--- src/mms_pkg.sv ---
// ----------------------------------------------------------------------------
// mms_pkg
// Shared widths, codes and control types of the Montgomery SOS multiplier.
// ----------------------------------------------------------------------------
package mms_pkg;

  localparam int MAX_WORDS = 8;
  localparam int WORD_BITS = 32;

  localparam int IDX_W = 3;                        // word_index / out_index field
  localparam int N_W   = $clog2(MAX_WORDS + 1);    // word count 1..MAX_WORDS
  localparam int PB_W  = $clog2(2 * MAX_WORDS);    // product buffer address
  localparam int ACC_W = 2 * WORD_BITS;

  // Input opcodes
  localparam logic OP_MODULUS = 1'b0;
  localparam logic OP_OPERAND = 1'b1;

  // Configuration register indexes
  localparam int  CFG_IDX_W = 1;
  localparam logic [CFG_IDX_W-1:0] CFG_MOD_INV = 1'b0;
  localparam logic [CFG_IDX_W-1:0] CFG_WORDS   = 1'b1;

  typedef logic [WORD_BITS-1:0] word_t;

  typedef enum logic [2:0] {
    ST_IDLE,
    ST_MUL,     // a*b row by row
    ST_RED_M,   // m = t[i] * n0
    ST_RED,     // t += m*p << i, carry runs to the top
    ST_SUB,     // trial t_hi - p into low half
    ST_OUT
  } state_e;

  typedef struct packed {
    state_e           state;
    logic [IDX_W-1:0] row;
    logic [PB_W-1:0]  col;
    logic             col_last;   // col == n-1
    logic             red_last;   // row + col == 2n-1
    logic             row_last;   // row == n-1
  } ctrl_t;

endpackage

--- src/mms_mac.sv ---
// ----------------------------------------------------------------------------
// mms_mac
// Shared word multiply-accumulate: acc = x + y*z + c.
// ----------------------------------------------------------------------------
module mms_mac
  import mms_pkg::*;
(
  input  word_t              x_i,
  input  word_t              y_i,
  input  word_t              z_i,
  input  word_t              c_i,
  output logic [ACC_W-1:0]   acc_o
);

  logic [ACC_W-1:0] prod;

  assign prod  = ACC_W'(y_i) * ACC_W'(z_i);
  // Max (2^w-1)^2 + 2*(2^w-1) = 2^2w - 1, never overflows.
  assign acc_o = prod + ACC_W'(x_i) + ACC_W'(c_i);

endmodule

--- src/mms_seq.sv ---
// ----------------------------------------------------------------------------
// mms_seq
// Sequencer: walks multiply, reduce, subtract and output phases.
// ----------------------------------------------------------------------------
module mms_seq
  import mms_pkg::*;
(
  input  logic           clk_i,
  input  logic           rst_ni,
  input  logic           start_i,
  input  logic [N_W-1:0] n_i,
  input  logic           out_ready_i,
  output ctrl_t          ctrl_o
);

  state_e           state_q, state_d;
  logic [IDX_W-1:0] row_q, row_d;
  logic [PB_W-1:0]  col_q, col_d;
  logic [IDX_W-1:0] n_m1;
  logic [PB_W-1:0]  two_n_m1;
  logic [PB_W-1:0]  diag;
  logic             col_last, red_last, row_last;

  assign n_m1     = IDX_W'(n_i - N_W'(1));
  assign two_n_m1 = PB_W'({n_i, 1'b0} - (N_W+1)'(1));
  assign diag     = PB_W'(row_q) + col_q;
  assign col_last = (col_q == PB_W'(n_m1));
  assign red_last = (diag == two_n_m1);
  assign row_last = (row_q == n_m1);

  // Next state
  always_comb begin
    state_d = state_q;
    case (state_q)
      ST_IDLE:  if (start_i) state_d = ST_MUL;
      ST_MUL:   if (col_last && row_last) state_d = ST_RED_M;
      ST_RED_M: state_d = ST_RED;
      ST_RED:   if (red_last) state_d = row_last ? ST_SUB : ST_RED_M;
      ST_SUB:   if (row_last) state_d = ST_OUT;
      ST_OUT:   if (out_ready_i && row_last) state_d = ST_IDLE;
      default:  state_d = ST_IDLE;
    endcase
  end

  // Counters
  always_comb begin
    row_d = row_q;
    col_d = col_q;
    case (state_q)
      ST_IDLE: begin
        row_d = '0;
        col_d = '0;
      end
      ST_MUL: begin
        if (col_last) begin
          col_d = '0;
          row_d = row_last ? '0 : row_q + IDX_W'(1);
        end else begin
          col_d = col_q + PB_W'(1);
        end
      end
      ST_RED_M: col_d = '0;
      ST_RED: begin
        if (red_last) begin
          col_d = '0;
          row_d = row_last ? '0 : row_q + IDX_W'(1);
        end else begin
          col_d = col_q + PB_W'(1);
        end
      end
      ST_SUB: row_d = row_last ? '0 : row_q + IDX_W'(1);
      ST_OUT: if (out_ready_i) row_d = row_last ? '0 : row_q + IDX_W'(1);
      default: begin
        row_d = '0;
        col_d = '0;
      end
    endcase
  end

  always_ff @(posedge clk_i or negedge rst_ni) begin
    if (!rst_ni) begin
      state_q <= ST_IDLE;
      row_q   <= '0;
      col_q   <= '0;
    end else begin
      state_q <= state_d;
      row_q   <= row_d;
      col_q   <= col_d;
    end
  end

  always_comb begin
    ctrl_o.state    = state_q;
    ctrl_o.row      = row_q;
    ctrl_o.col      = col_q;
    ctrl_o.col_last = col_last;
    ctrl_o.red_last = red_last;
    ctrl_o.row_last = row_last;
  end

endmodule

--- src/montgomery_multiply_sos_unit.sv ---
// ----------------------------------------------------------------------------
// montgomery_multiply_sos_unit
// Montgomery product a*b*R^-1 mod p, separated operand scanning, 32-bit words.
// ----------------------------------------------------------------------------
// Usage: write the modulus words with opcode 0 beats and set the n0 and word
// count registers while idle. Then send opcode 1 beats, each carrying one word
// of a and b; the beat with word_index = n-1 launches the product, and n result
// beats follow, low word first, tlast on word n-1. The launching beat holds the
// block busy for the work of one 32x32 multiply-accumulate unit, which does
// every step in turn: the a*b rows, then for each reduction row i the m word
// and the row add and carry run, then the trial subtraction and the n output
// beats, which wait while the sink stalls. The stores hold no reset value: a
// product that touches a modulus or operand word never written is undefined.
// The config port is always ready.
// ----------------------------------------------------------------------------
module montgomery_multiply_sos_unit
  import mms_pkg::*;
(
  input  logic                  clk_i,
  input  logic                  rst_ni,
  // config write channel
  input  logic                  cfg_valid_i,
  output logic                  cfg_ready_o,
  input  logic [CFG_IDX_W-1:0]  cfg_index_i,
  input  logic [WORD_BITS-1:0]  cfg_data_i,
  // input stream
  input  logic                  s_axis_tvalid,
  output logic                  s_axis_tready,
  input  logic [71:0]           s_axis_tdata,  // word_index[2:0], first_word, second_word
  input  logic                  s_axis_tuser,  // opcode
  // result stream
  output logic                  m_axis_tvalid,
  input  logic                  m_axis_tready,
  output logic [39:0]           m_axis_tdata,  // out_index[2:0], out_word
  output logic                  m_axis_tlast   // out_last
);

  localparam int InIdxLo = 0;
  localparam int InW1Lo  = InIdxLo + IDX_W;
  localparam int InW2Lo  = InW1Lo + WORD_BITS;
  localparam int OutUsed = IDX_W + WORD_BITS;

  // Config registers
  word_t          n0_q;
  logic [N_W-1:0] words_q;
  logic [N_W-1:0] n;

  // Stores and scratch
  word_t mod_q  [MAX_WORDS];
  word_t a_q    [MAX_WORDS];
  word_t b_q    [MAX_WORDS];
  word_t pb_q   [2*MAX_WORDS];
  word_t m_q;
  word_t carry_q;
  logic [3:0] ovf_q;
  logic       use_sub_q;

  logic             in_fire;
  logic             in_opcode;
  logic [IDX_W-1:0] in_idx;
  word_t            in_w1, in_w2;
  logic             idx_ok;
  logic             start;

  ctrl_t            ctrl;
  logic [PB_W-1:0]  diag;
  logic [PB_W-1:0]  hi_addr;
  logic [PB_W-1:0]  top_addr;
  logic [PB_W-1:0]  pb_addr;
  word_t            pb_rd;
  logic             col_in_n;
  word_t            mac_x, mac_y, mac_z, mac_c;
  logic [ACC_W-1:0] acc;
  word_t            acc_lo, acc_hi;

  // ---- config --------------------------------------------------------------
  assign cfg_ready_o = 1'b1;

  always_ff @(posedge clk_i or negedge rst_ni) begin
    if (!rst_ni) begin
      n0_q    <= '0;
      words_q <= N_W'(MAX_WORDS);
    end else if (cfg_valid_i) begin
      case (cfg_index_i)
        CFG_MOD_INV: n0_q    <= cfg_data_i;
        CFG_WORDS:   words_q <= cfg_data_i[N_W-1:0];
        default: ;
      endcase
    end
  end

  // zero acts as one, anything above the store depth as the full depth
  always_comb begin
    n = words_q;
    if (words_q == '0) n = N_W'(1);
    else if ((N_W+1)'(words_q) > (N_W+1)'(MAX_WORDS)) n = N_W'(MAX_WORDS);
  end

  // ---- input side ----------------------------------------------------------
  assign in_opcode     = s_axis_tuser;
  assign in_idx        = s_axis_tdata[InIdxLo +: IDX_W];
  assign in_w1         = s_axis_tdata[InW1Lo +: WORD_BITS];
  assign in_w2         = s_axis_tdata[InW2Lo +: WORD_BITS];
  assign s_axis_tready = (ctrl.state == ST_IDLE);
  assign in_fire       = s_axis_tvalid && s_axis_tready;
  assign idx_ok        = (32'(in_idx) < MAX_WORDS);
  assign start         = in_fire && idx_ok && (in_opcode == OP_OPERAND) &&
                         (N_W'(in_idx) == n - N_W'(1));

  always_ff @(posedge clk_i) begin
    if (in_fire && idx_ok) begin
      if (in_opcode == OP_MODULUS) begin
        mod_q[in_idx] <= in_w1;
      end else begin
        a_q[in_idx] <= in_w1;
        b_q[in_idx] <= in_w2;
      end
    end
  end

  // ---- sequencer -----------------------------------------------------------
  mms_seq u_seq (
    .clk_i       (clk_i),
    .rst_ni      (rst_ni),
    .start_i     (start),
    .n_i         (n),
    .out_ready_i (m_axis_tready),
    .ctrl_o      (ctrl)
  );

  // ---- product buffer addressing -------------------------------------------
  assign diag     = PB_W'(ctrl.row) + ctrl.col;
  assign hi_addr  = PB_W'(n) + PB_W'(ctrl.row);
  assign col_in_n = ((N_W+PB_W)'(ctrl.col) < (N_W+PB_W)'(n));

  always_comb begin
    case (ctrl.state)
      ST_MUL, ST_RED: pb_addr = diag;
      ST_RED_M:       pb_addr = PB_W'(ctrl.row);
      ST_SUB:         pb_addr = hi_addr;
      ST_OUT:         pb_addr = use_sub_q ? PB_W'(ctrl.row) : hi_addr;
      default:        pb_addr = '0;
    endcase
  end

  assign pb_rd = pb_q[pb_addr];

  // ---- shared MAC operand select ------------------------------------------
  always_comb begin
    mac_x = '0;
    mac_y = '0;
    mac_z = '0;
    mac_c = '0;
    case (ctrl.state)
      ST_MUL: begin
        // row 0 starts from an empty accumulator
        mac_x = (ctrl.row == '0) ? '0 : pb_rd;
        mac_y = a_q[ctrl.row];
        mac_z = b_q[ctrl.col[IDX_W-1:0]];
        mac_c = (ctrl.col == '0) ? '0 : carry_q;
      end
      ST_RED_M: begin
        mac_y = pb_rd;
        mac_z = n0_q;
      end
      ST_RED: begin
        // past column n-1 only the carry runs on
        mac_x = pb_rd;
        mac_y = col_in_n ? m_q : '0;
        mac_z = mod_q[ctrl.col[IDX_W-1:0]];
        mac_c = (ctrl.col == '0) ? '0 : carry_q;
      end
      ST_SUB: begin
        // x - p - borrow as x + ~p + !borrow; carry_q holds !borrow
        mac_x = pb_rd;
        mac_y = ~mod_q[ctrl.row];
        mac_z = word_t'(1);
        mac_c = (ctrl.row == '0) ? word_t'(1) : carry_q;
      end
      default: ;
    endcase
  end

  mms_mac u_mac (
    .x_i   (mac_x),
    .y_i   (mac_y),
    .z_i   (mac_z),
    .c_i   (mac_c),
    .acc_o (acc)
  );

  assign acc_lo   = acc[WORD_BITS-1:0];
  assign acc_hi   = acc[ACC_W-1:WORD_BITS];
  assign top_addr = PB_W'(ctrl.row) + PB_W'(n);

  // ---- datapath registers --------------------------------------------------
  always_ff @(posedge clk_i) begin
    case (ctrl.state)
      ST_MUL: begin
        pb_q[diag] <= acc_lo;
        if (ctrl.col_last) pb_q[top_addr] <= acc_hi;
        carry_q <= acc_hi;
      end
      ST_RED_M: m_q <= acc_lo;
      ST_RED: begin
        pb_q[diag] <= acc_lo;
        carry_q    <= acc_hi;
      end
      ST_SUB: begin
        // difference lands in the free low half
        pb_q[PB_W'(ctrl.row)] <= acc_lo;
        carry_q               <= acc_hi;
      end
      default: ;
    endcase
  end

  always_ff @(posedge clk_i or negedge rst_ni) begin
    if (!rst_ni) begin
      ovf_q     <= '0;
      use_sub_q <= 1'b0;
    end else begin
      if (start) begin
        ovf_q <= '0;
      end else if (ctrl.state == ST_RED && ctrl.red_last && acc[WORD_BITS] &&
                   ovf_q != '1) begin
        ovf_q <= ovf_q + 4'd1;
      end
      // subtract on reduction overflow or when no borrow (t_hi >= p)
      if (ctrl.state == ST_SUB && ctrl.row_last) begin
        use_sub_q <= (ovf_q != '0) || acc[WORD_BITS];
      end
    end
  end

  // ---- result side ---------------------------------------------------------
  assign m_axis_tvalid = (ctrl.state == ST_OUT);
  assign m_axis_tdata  = {(40 - OutUsed)'(0), pb_rd, ctrl.row};
  assign m_axis_tlast  = ctrl.row_last;

endmodule
--- config.mk ---
export PLATFORM = sky130hd
export DESIGN_NAME = montgomery_multiply_sos_unit
export DESIGN_NICKNAME = d
export VERILOG_FILES = /design/src/mms_pkg.sv /design/src/mms_mac.sv /design/src/mms_seq.sv /design/src/montgomery_multiply_sos_unit.sv
export SDC_FILE = /design/constraint.sdc
export NUM_CORES = 2
export LEC_CHECK = 0
export BUFFER_PORTS_ARGS = -buffer_cell sky130_fd_sc_hd__buf_2
export CAP_MARGIN = 40
export CORE_MARGIN = 4
export CORE_UTILIZATION = 43
export DETAILED_ROUTE_END_ITERATION = 8
export GPL_ROUTABILITY_DRIVEN = 0
export HOLD_SLACK_MARGIN = 0.15
export PLACE_DENSITY_LB_ADDON = 0.08
export SYNTH_ARGS = -nofsm -noshare
export SYNTH_HDL_FRONTEND = slang
export SYNTH_HIERARCHICAL = 1
export SYNTH_SLANG_ARGS = --single-unit
--- constraint.sdc ---
create_clock -name clk_i -period 29.9 [get_ports clk_i]
set_clock_uncertainty 0.1 [all_clocks]
set_input_delay 5.98 -clock clk_i [delete_from_list [all_inputs] [get_ports clk_i]]
set_output_delay 5.98 -clock clk_i [all_outputs]
set_load 0.05 [all_outputs]
==> summary.txt <==
Outcome
  • Status: finished, final reports clean

Clock tree
  • Clk Latency, worst-skew pair: just over 0.8 ns
  • CTS Hold Bufs: 0
  • # clock sinks: between 1000 and 1500
  • Post-CTS Setup Inserts: 0
  • CTS Root Cell: clkbuf_16
  • Clock-pin transition on the worst setup and hold timing paths: about 0.060 ns
  • CTS H-Tree Depth: 4
  • Num CTS Buffers: around 160
  • Post-CTS sizing: 0
  • CTS tree: built
  • Clock buffer depth: 3

STA
  • Tmin final: between 10 and 15 ns
  • Max frequency: between 70 and 80 MHz
  • Final period utilization: ~44%
  • Final Setup Violations: 0
  • Setup TNS: 0 ns
  • Final Hold Viols: 0
  • Worst Tran Pin Value: roughly 0.94 ns
  • RSZ-0062 raised after global routing: false
  • Slew headroom: 37.0%
  • Slew Viols, Final: 0

Routing
  • Final ANT Viol Nets: 0
  • Drt total wl: approximately 310 mm
  • Residual DRC: 0
  • Vias: around 63000
  • Routed WL per cell: about 28 um
  • 1st-iter DRT viols: roughly 5100
  • Vias/cell: about 5.7
  • TritonRoute pass-1 iters: 6

Floorplan
  • Starting density of the core: between 40% and 50%
  • I/O Pins: approximately 160
  • Width of the die: just under 500 um
  • CORE AREA: 228000 um2
  • Rows: roughly 180
  • Die Y: about 500 um
  • DIE AREA: about 240000 um2

Setup path
  • Slowest cell on crit path: buf_4
  • CP top delay family: adder cells
  • Most frequent cell on the critical path: fa_1
  • CP Class: reg2reg
  • CP required: slightly above 30 ns
  • Crit. End Element: flip-flop
  • Worst-case reg-to-reg path depth: 35
  • Bufs and invs on worst path: 6
  • Arrival @ worst endpoint: 13.88 ns
  • Max incr delay on CP: 0.73 ns
  • CP max FO: 61
  • Crit. path cell count: 35
  • Worst setup SP type: flip-flop

Global route
  • Initial antenna violation count: 32
  • Gr usage total: a little over a quarter
  • Overflow after GRT: 0
  • GRT Max-Usage Layer: met2
  • Global-route wire length before repair: between 400 and 500 mm
  • Vias in the first global route: 66600
  • Met2 GRT Util: between 40 and 50%
  • Met3 Use GR: 4.58%
  • Largest net degree at the start of global routing: 130
  • GRT met1 Usage: 36.6%

Finish
  • P&R area growth vs syn: 10.4%
  • Most common cell after layout, fill and taps aside: edfxtp_1
  • Final #Nets: ~9300
  • Most frequent cells in the layout: 1344 x edfxtp_1, 1066 x inv_1, 1036 x nand2_1
  • Post-route cell area: approximately 110000 um2
  • Share of cells above drive strength 1: ~20%

Placement
  • Placed Area: a little over 100000 um2
  • Hpwl dp: 208 mm
  • I/O Buffers: ~140

Logic synthesis
  • Mapped Avg Cell Area: 12.5 um2
  • Yosys warnings: 6
  • Mapped Cells: between 7000 and 8000
  • Synthesized area: around 99000 um2

Run
  • Maxcap violations: 0

Min path
  • Min-delay worst type: reg2reg
  • Hold Path Stages: 1
[layout make-up]
type                            count  area (um2)
Sequential cell                  1395       41700
Antenna cell                       18        45.0
Clock buffer                      216        4270
Timing Repair Buffer              400        2820
Inverter                         1067        4010
Clock inverter                     68         782
Fill cell                       20500      119000
Tap cell                         3009        3760
Multi-Input combinational cell   4918       51600
[sequential cells by signal, indices dropped and copies added (netlist names)]
name / flops
a_q: 256
b_q: 256
carry_q: 32
m_q: 32
mod_q: 256
n0_q: 32
ovf_q: 4
pb_q: 512
u_seq/col_q: 4
u_seq/row_q: 3
u_seq/state_q: 3
use_sub_q: 1
words_q: 4
[through the flow]
step / worst slack, ns / instances / hold slack (ns) / util, %
2_1_floorplan: 16.82 / 7913 / 0.370 / -
3_3_place_gp: 16.46 / 10800 / 0.390 / 45.4
3_5_place_dp: 16.59 / 10800 / 0.399 / 45.6
4_1_cts: 16.48 / 11100 / 0.412 / 47.8
5_1_grt: 15.90 / 11100 / 0.424 / 47.8
6_report: 16.60 / 11100 / 0.408 / 47.8
[layer usage]
layer	routed length, um	vias up	part of all wire [%]
li1	-	26900	-
met1	133000	33400	43
met2	147000	1964	48
met3	20900	357	6.8
met4	7550	16	2.4
met5	106	-	0.034
[final timing paths]
kind / start / slack [ns] / to
worst max register to register: words_q[1] / 16.60 / pb_q[11][31]
worst min register to register: n0_q[18] / 0.41 / n0_q[18]
worst min-delay path: n0_q[18] / 0.41 / n0_q[18]
min in group asynchronous: rst_ni / 5.23 / u_seq/col_q[3]
worst max-delay path: words_q[1] / 16.60 / pb_q[11][31]
max in group asynchronous: rst_ni / 23.84 / n0_q[29]
[worst reg2reg max path, delay by kind of cell, from the launching register on]
| family | cells | cell delay (ns) |
|---|---|---|
| simple gates | 9 | 2.87 |
| compound gates | 8 | 2.97 |
| buf+inv | 6 | 1.43 |
| mux | 2 | 0.49 |
| fa+ha+maj | 10 | 4.91 |
| flops | 1 | 0.40 |
Power is not shown: default switching activity piles up to over one toggle a cycle in this logic, so the estimate is an artifact.
